===== src/rtl/core/lfd_pkg.sv =====
// Shared constants and types for the length-prefixed frame deframer.
package lfd_pkg;

  // Number of length bytes after the start byte, least significant first.
  localparam int unsigned LENGTH_BYTES = 4;
  localparam int unsigned LEN_W        = 8 * LENGTH_BYTES;
  localparam int unsigned CNT_W        = 3;

  // Frame parser phases, one-hot.
  typedef enum logic [3:0] {
    PH_HUNT    = 4'b0001,
    PH_LENGTH  = 4'b0010,
    PH_PAYLOAD = 4'b0100,
    PH_CHECK   = 4'b1000
  } lfd_phase_t;

  // One result word as it travels to the output register.
  typedef struct packed {
    logic [7:0] data;
    logic       is_payload;
    logic       frame_end;
    logic       frame_good;
  } lfd_result_t;

endpackage


===== src/rtl/core/length_prefixed_frame_deframer.sv =====
// Top level of the length-prefixed frame deframer with additive checksum.
//
// Input channel: in_valid / in_stall carry one received word (in_rx_byte)
// per accepted cycle. Bytes other than the start marker are dropped while
// hunting; a start byte is followed by four little-endian length bytes, the
// payload bytes and one checksum byte.
// Result channel: out_valid / out_stall carry one result per payload byte
// (out_is_payload set) and one frame-end result (out_frame_end set, with
// out_frame_good telling whether the 8-bit wrapping sum matched).
// Start, length and hunting bytes give no result.
// Configuration: cfg_wr_en writes cfg_wr_data into the start marker.
// A word passes through the input register and then the output register
// before out_valid rises for its result.
// One word is taken every cycle while the receiver does not stall; the input
// register, parser and output register each handle one word per clock.
// Synchronous reset returns the parser to hunting, empties both registers
// and sets the start marker to zero.
// When the receiver stalls, the output register holds its word and the
// input register fills; in_stall then rises until the output drains.
module length_prefixed_frame_deframer (
  input  logic       clk,
  input  logic       rst_n,
  input  logic       in_valid,
  output logic       in_stall,
  input  logic [7:0] in_rx_byte,
  output logic       out_valid,
  input  logic       out_stall,
  output logic [7:0] out_byte,
  output logic       out_is_payload,
  output logic       out_frame_end,
  output logic       out_frame_good,
  input  logic       cfg_wr_en,
  input  logic [7:0] cfg_wr_data
);
  import lfd_pkg::*;

  logic [7:0]  marker_r;
  logic        item_valid;
  logic [7:0]  item_byte;
  logic        out_free;
  logic        take;
  logic        res_valid;
  lfd_result_t res;

  // Start marker register.
  always_ff @(posedge clk) begin
    if (!rst_n) begin
      marker_r <= '0;
    end else if (cfg_wr_en) begin
      marker_r <= cfg_wr_data;
    end
  end

  // A word is consumed when the output register can accept its result.
  assign take = item_valid && out_free;

  lfd_in u_in (
    .clk        (clk),
    .rst_n      (rst_n),
    .in_valid   (in_valid),
    .in_rx_byte (in_rx_byte),
    .in_stall   (in_stall),
    .take       (take),
    .item_valid (item_valid),
    .item_byte  (item_byte)
  );

  lfd_fsm u_fsm (
    .clk          (clk),
    .rst_n        (rst_n),
    .step         (take),
    .item_byte    (item_byte),
    .start_marker (marker_r),
    .res_valid    (res_valid),
    .res          (res)
  );

  lfd_out u_out (
    .clk            (clk),
    .rst_n          (rst_n),
    .res_valid      (res_valid),
    .res            (res),
    .free           (out_free),
    .out_valid      (out_valid),
    .out_stall      (out_stall),
    .out_byte       (out_byte),
    .out_is_payload (out_is_payload),
    .out_frame_end  (out_frame_end),
    .out_frame_good (out_frame_good)
  );
endmodule


===== src/rtl/core/lfd_in.sv =====
// Input register stage: captures one received word and holds it until used.
module lfd_in (
  input  logic       clk,
  input  logic       rst_n,
  input  logic       in_valid,
  input  logic [7:0] in_rx_byte,
  output logic       in_stall,
  input  logic       take,
  output logic       item_valid,
  output logic [7:0] item_byte
);
  import lfd_pkg::*;

  logic       valid_r;
  logic       valid_nxt;
  logic [7:0] byte_r;
  logic       load;

  // The stage can load whenever it is empty or its word leaves this cycle.
  assign in_stall = valid_r && !take;
  assign load     = in_valid && !in_stall;

  always_comb begin
    valid_nxt = valid_r;
    if (load) begin
      valid_nxt = 1'b1;
    end else if (take) begin
      valid_nxt = 1'b0;
    end
  end

  always_ff @(posedge clk) begin
    if (!rst_n) begin
      valid_r <= 1'b0;
    end else begin
      valid_r <= valid_nxt;
    end
  end

  // Payload register needs no reset.
  always_ff @(posedge clk) begin
    if (load) begin
      byte_r <= in_rx_byte;
    end
  end

  assign item_valid = valid_r;
  assign item_byte  = byte_r;
endmodule


===== src/rtl/core/lfd_fsm.sv =====
// Frame parser: hunts for the start byte, collects length, sums payload, checks.
module lfd_fsm (
  input  logic                 clk,
  input  logic                 rst_n,
  input  logic                 step,
  input  logic [7:0]           item_byte,
  input  logic [7:0]           start_marker,
  output logic                 res_valid,
  output lfd_pkg::lfd_result_t res
);
  import lfd_pkg::*;

  lfd_phase_t         phase_r, phase_nxt;
  logic [CNT_W-1:0]   cnt_r, cnt_nxt;
  logic [LEN_W-1:0]   remain_r, remain_nxt;
  logic [7:0]         sum_r, sum_nxt;
  logic [LEN_W-1:0]   len_merged;
  logic [LEN_W-1:0]   remain_dec;
  logic [CNT_W-1:0]   cnt_inc;

  // Place the incoming length byte into its lane; lanes not yet filled still hold zero.
  always_comb begin
    len_merged = remain_r;
    for (int i = 0; i < LENGTH_BYTES; i++) begin
      if (cnt_r == CNT_W'(i)) begin
        len_merged[8*i +: 8] = item_byte;
      end
    end
  end

  assign remain_dec = remain_r - LEN_W'(1);
  assign cnt_inc    = cnt_r + CNT_W'(1);

  // Next state and result for the word being processed.
  always_comb begin
    phase_nxt  = phase_r;
    cnt_nxt    = cnt_r;
    remain_nxt = remain_r;
    sum_nxt    = sum_r;
    res_valid  = 1'b0;
    res        = '0;
    res.data   = item_byte;
    case (phase_r)
      PH_HUNT: begin
        if (item_byte == start_marker) begin
          phase_nxt  = PH_LENGTH;
          cnt_nxt    = '0;
          remain_nxt = '0;
          sum_nxt    = '0;
        end
      end
      PH_LENGTH: begin
        remain_nxt = len_merged;
        cnt_nxt    = cnt_inc;
        if (cnt_inc >= CNT_W'(LENGTH_BYTES)) begin
          phase_nxt = (len_merged == '0) ? PH_CHECK : PH_PAYLOAD;
        end
      end
      PH_PAYLOAD: begin
        sum_nxt        = sum_r + item_byte;
        remain_nxt     = remain_dec;
        res_valid      = step;
        res.is_payload = 1'b1;
        if (remain_dec == '0) begin
          phase_nxt = PH_CHECK;
        end
      end
      PH_CHECK: begin
        res_valid      = step;
        res.frame_end  = 1'b1;
        res.frame_good = (item_byte == sum_r);
        phase_nxt      = PH_HUNT;
        cnt_nxt        = '0;
        remain_nxt     = '0;
        sum_nxt        = '0;
      end
      default: begin
        phase_nxt  = PH_HUNT;
        cnt_nxt    = '0;
        remain_nxt = '0;
        sum_nxt    = '0;
      end
    endcase
  end

  // Parser state moves only when a word is consumed.
  always_ff @(posedge clk) begin
    if (!rst_n) begin
      phase_r  <= PH_HUNT;
      cnt_r    <= '0;
      remain_r <= '0;
      sum_r    <= '0;
    end else if (step) begin
      phase_r  <= phase_nxt;
      cnt_r    <= cnt_nxt;
      remain_r <= remain_nxt;
      sum_r    <= sum_nxt;
    end
  end
endmodule


===== src/rtl/core/lfd_out.sv =====
// Output register stage: holds one result word until the receiver takes it.
module lfd_out (
  input  logic                 clk,
  input  logic                 rst_n,
  input  logic                 res_valid,
  input  lfd_pkg::lfd_result_t res,
  output logic                 free,
  output logic                 out_valid,
  input  logic                 out_stall,
  output logic [7:0]           out_byte,
  output logic                 out_is_payload,
  output logic                 out_frame_end,
  output logic                 out_frame_good
);
  import lfd_pkg::*;

  logic        valid_r;
  logic        valid_nxt;
  lfd_result_t res_r;

  // The register can take a new word when empty or being drained now.
  assign free = !valid_r || !out_stall;

  always_comb begin
    valid_nxt = valid_r;
    if (res_valid) begin
      valid_nxt = 1'b1;
    end else if (free) begin
      valid_nxt = 1'b0;
    end
  end

  always_ff @(posedge clk) begin
    if (!rst_n) begin
      valid_r <= 1'b0;
    end else begin
      valid_r <= valid_nxt;
    end
  end

  always_ff @(posedge clk) begin
    if (res_valid) begin
      res_r <= res;
    end
  end

  assign out_valid      = valid_r;
  assign out_byte       = res_r.data;
  assign out_is_payload = res_r.is_payload;
  assign out_frame_end  = res_r.frame_end;
  assign out_frame_good = res_r.frame_good;
endmodule

===== config.mk =====
export PLATFORM = sky130hd
export DESIGN_NAME = length_prefixed_frame_deframer
export DESIGN_NICKNAME = d
export VERILOG_FILES = /design/src/rtl/core/lfd_pkg.sv /design/src/rtl/core/length_prefixed_frame_deframer.sv /design/src/rtl/core/lfd_in.sv /design/src/rtl/core/lfd_fsm.sv /design/src/rtl/core/lfd_out.sv
export SDC_FILE = /design/constraint.sdc
export NUM_CORES = 1
export LEC_CHECK = 0
export BUFFER_PORTS_ARGS = -buffer_cell sky130_fd_sc_hd__buf_2
export CAP_MARGIN = 20
export CORE_MARGIN = 5
export CORE_UTILIZATION = 25
export DETAILED_ROUTE_END_ITERATION = 8
export GPL_ROUTABILITY_DRIVEN = 0
export PLACE_DENSITY_LB_ADDON = 0.08
export SYNTH_ARGS = -nofsm -noshare
export SYNTH_HDL_FRONTEND = slang
export SYNTH_HIERARCHICAL = 1
export SYNTH_SLANG_ARGS = --single-unit

===== constraint.sdc =====
create_clock -name clk -period 8.48 [get_ports clk]
set_clock_uncertainty 0.1 [all_clocks]
set_input_delay 1.272 -clock clk [delete_from_list [all_inputs] [get_ports clk]]
set_output_delay 1.272 -clock clk [all_outputs]
set_load 0.02 [all_outputs]

==> qor.yml <==
status:
  status: "finished, final reports clean"
floorplan:
  rows: 52
  io-pin-count: 34
  die_area_um2: 23100
  die_h_um: 152
  die_w_um: 152
  core_area_um2: 20000
  initial_utilization_pct: 25.1
drt:
  wl_met1_mm: 7.98
  met2_length_mm: 7.84
  first_iter_violations: 390
  routed_wl_mm: 16.8
  drc: 0
  wl_per_cell_um: 19.1
  wl_met3_um: 606
  drt-vias-per-instance: 5.16
  drtAntennaViolNets: 0
  dr.pass1.iters: 5
  top_layer_used: "met4"
  vias: 4549
clock_tree:
  clkLatencyLatePin_ns: 0.35
  cts_hold_buf: 0
  clock_sinks: 76
  clock_path_buffers: 2
  cts-htree-levels: 3
  cts_resized: 0
  cts_root_buf: "clkbuf_16"
  numCtsBuffers: 9
  cts_tree: "done"
  clk_pin_slew_ns: 0.07
  cts_setup_buffers: 0
sta:
  rsz0062_at_grt: "no"
  worst_pin_slew_ns: 0.940
  fin_crit_ns: 3.71
  fin_crit_sh_pct: 43.8
  fmax_mhz: 269
  relSlewSlack_pct: 37.2
  setup_viol: 0
  tns_ns: 0
  finalHoldViolCount: 0
  setup_ws_ns: 4.77
  maxSlewViolCount: 0
finish:
  seqCellArea_um2: 1710
  drive_above_1_share_pct: 11.3
  area_delta_synth_final_pct: 12.1
  multiInputGateArea_um2: 3030
  antenna_cells: 0
  layout.cells.non_filler: 881
  fin_util_pct: 28.2
  n_fill_cell: 2184
  finalNetCount: 642
placed_design:
  io_buffers: 33
  dp_cells: 865
  dp_slack_ns: 4.85
  hpwl_mm: 11.5
run:
  cap_violations: 0
critical_path:
  cp-end-kind: "register"
  cp_data_required_time_ns: 8.61
  slowest_stage: "nor3b_1"
  cp-start-kind: "register"
  worstSetupPathType: "register to register"
  worstPathArrival_ns: 3.84
  crit_fanout: 7
  max_stage_delay_ns: 0.79
  critPathLaunch: "u_fsm/remain_r[1]$_SDFFE_PN0P_"
  crit_chain: "inv_1, ha_1, nor3b_1, nand2_1, nor4_1, mux2_2, nor3_1, a31oi_2, mux2i_1"
  rr_startpoint: "u_fsm/remain_r[1]$_SDFFE_PN0P_"
synthesis:
  ys_types: 63
  synth-seq-cells: 76
  ys_warn_count: 6
  synth-seq-area-share_pct: 34.0
  syn_inst: 611
  postSynthNetCount: 647
  synthArstFlopShare_pct: 0
  avgSynthCellArea_um2: 8.24
  synth_edf_count: 19
  syn-cell-area_um2: 5030
  synthFlopType: "dfxtp_1"
power:
  ir_drop_mv: 0.0854
  power_frac_clock_pct: 47.9
  p_leak_nw: 1.95
  powerDensity_nw_per_um2: 146
  internal_power_w: 0.000625
  power_frac_comb_pct: 5.3
  p_switching_w: 0.000200
  seqPwrFrac_pct: 46.8
  switching_share_pct: 24.2
min_path:
  hold_start: "u_fsm/sum_r[4]$_SDFFE_PN0P_"
  hp-class: "register to register"
grt:
  grt_max_degree: 66
  grt_use_total_pct: 14.4
  antenna_found_initial: 0
  grt_pass1_wl_mm: 26.4
  gr-total-overflow: 0
  grt_pass1_vias: 4466
==> power groups by stage <==
stage          logic (W)  clock network (W)  registers, W
4_1_cts        0.0000449           0.000411      0.000387
3_5_place_dp   0.0000446                  0      0.000395
3_3_place_gp   0.0000443                  0      0.000395
6_report       0.0000435           0.000396      0.000387
5_1_grt        0.0000482           0.000422      0.000387
2_1_floorplan  0.0000347                  0      0.000388
==> metal layers <==
| metal | global-route usage (%) | up-vias |
|---|---|---|
| li1 | - | 2221 |
| met1 | 19.2 | 2191 |
| met2 | 23.5 | 109 |
| met3 | 2.65 | 28 |
| met4 | 4.97 | 0 |
| met5 | 0 | - |
==> area by class of cell <==
| cell class | instances | share of cell area (%) |
|---|---|---|
| multi-input combinational | 468 | 53.6 |
| sequential | 76 | 30.3 |
| tap | 270 | 5.99 |
| timing repair buffer | 42 | 4.13 |
| clock buffer | 9 | 3.99 |
| clock inverter | 7 | 1.33 |
| inverter | 9 | 0.599 |
==> path summary, 6_finish.rpt <==
kind,to,slack [ns],cells past startpoint
worst max-delay path,u_fsm/phase_r[2]$_SDFFE_PN0P_,4.77,9
worst min-delay path,u_fsm/sum_r[4]$_SDFFE_PN0P_,0.37,2
worst max register to register,u_fsm/phase_r[2]$_SDFFE_PN0P_,4.77,9
worst min register to register,u_fsm/sum_r[4]$_SDFFE_PN0P_,0.37,2
==> state kept, by name, summed over array words and instances, names as in the netlist <==
signal / count
marker_r: 8
u_fsm/cnt_r: 3
u_fsm/phase_r: 4
u_fsm/remain_r: 32
u_fsm/sum_r: 8
u_in/item_byte: 8
u_in/item_valid: 1
u_out/out_byte: 8
u_out/out_frame_end: 1
u_out/out_frame_good: 1
u_out/out_is_payload: 1
u_out/out_valid: 1
==> worst max-delay path, delay by kind of cell, from the launching register on <==
family                     cells  cell delay (ns)
AOI/OAI and AO/OA              1             0.20
adders and majority gates      1             0.25
buffers and inverters          1             0.12
DFF                            1             0.34
muxes                          2             0.57
and+or+nand+nor                4             2.02
==> logic make-up after synthesis <==
logic type / Yosys count / synth area share (%)
xor+xnor: 22 / 3.83
simple gates: 241 / 26.4
fa+ha+maj: 15 / 3.88
flops: 76 / 34.0
compound gates: 157 / 19.4
mux: 33 / 6.59
buf+inv: 67 / 5.91
==> cells in the mapped netlist (3+ instances only) <==
cell type  number  share of area (%)
nand2_1        49                3.7
o32ai_1         4               0.70
inv_1           8               0.60
xor2_1          5               0.87
nor2_1         42                3.1
a21oi_1        30                3.0
nand3_1        24                2.4
nor4_1         21                2.6
dfxtp_1        57                 23
mux2i_1        32                6.4
and2_1          5               0.62
ha_1           14                3.5
a22oi_1        15                2.2
or4_1           6               0.89
clkbuf_1       45                3.4
buf_4           8                1.2
nor3_1         17                1.7
o22ai_1         6               0.75
nor2b_1        32                4.0
a31oi_1         3               0.37
o21ai_0        56                5.6
a21boi_0       21                3.1
nand4_1         9                1.1
nand2b_1        3               0.37
xnor2_1        17                3.0
edfxtp_1       19                 11
o21a_1          6               0.89
or3_1           6               0.75
and3_1          5               0.62
and4_1          3               0.52
nor4b_1         3               0.52
==> cells in the final DEF (no fill, tap or decap), drive strengths merged, types with 5 or more instances in the layout <==
cell / count
a21boi: 21
a21oi: 30
a22oi: 15
and2: 5
and3: 5
buf: 42
clkbuf: 9
dfxtp: 57
edfxtp: 19
ha: 14
inv: 10
mux2i: 32
nand2: 49
nand3: 24
nand4: 9
nor2: 42
nor2b: 33
nor3: 17
nor4: 24
o21a: 6
o21ai: 56
o22ai: 6
or3: 6
or4: 6
xnor2: 17
xor2: 5
==> through the flow <==
stage               cell area [um^2]  total power (W)  hold WS, ns
floorplan                       5030         0.000422        0.345
global placement                5340         0.000439        0.366
detailed placement              5340         0.000440        0.365
CTS                             5640         0.000843        0.375
global route                    5640         0.000858        0.393
finish                          5640         0.000826        0.371
Power figures use the tool's default switching activity.
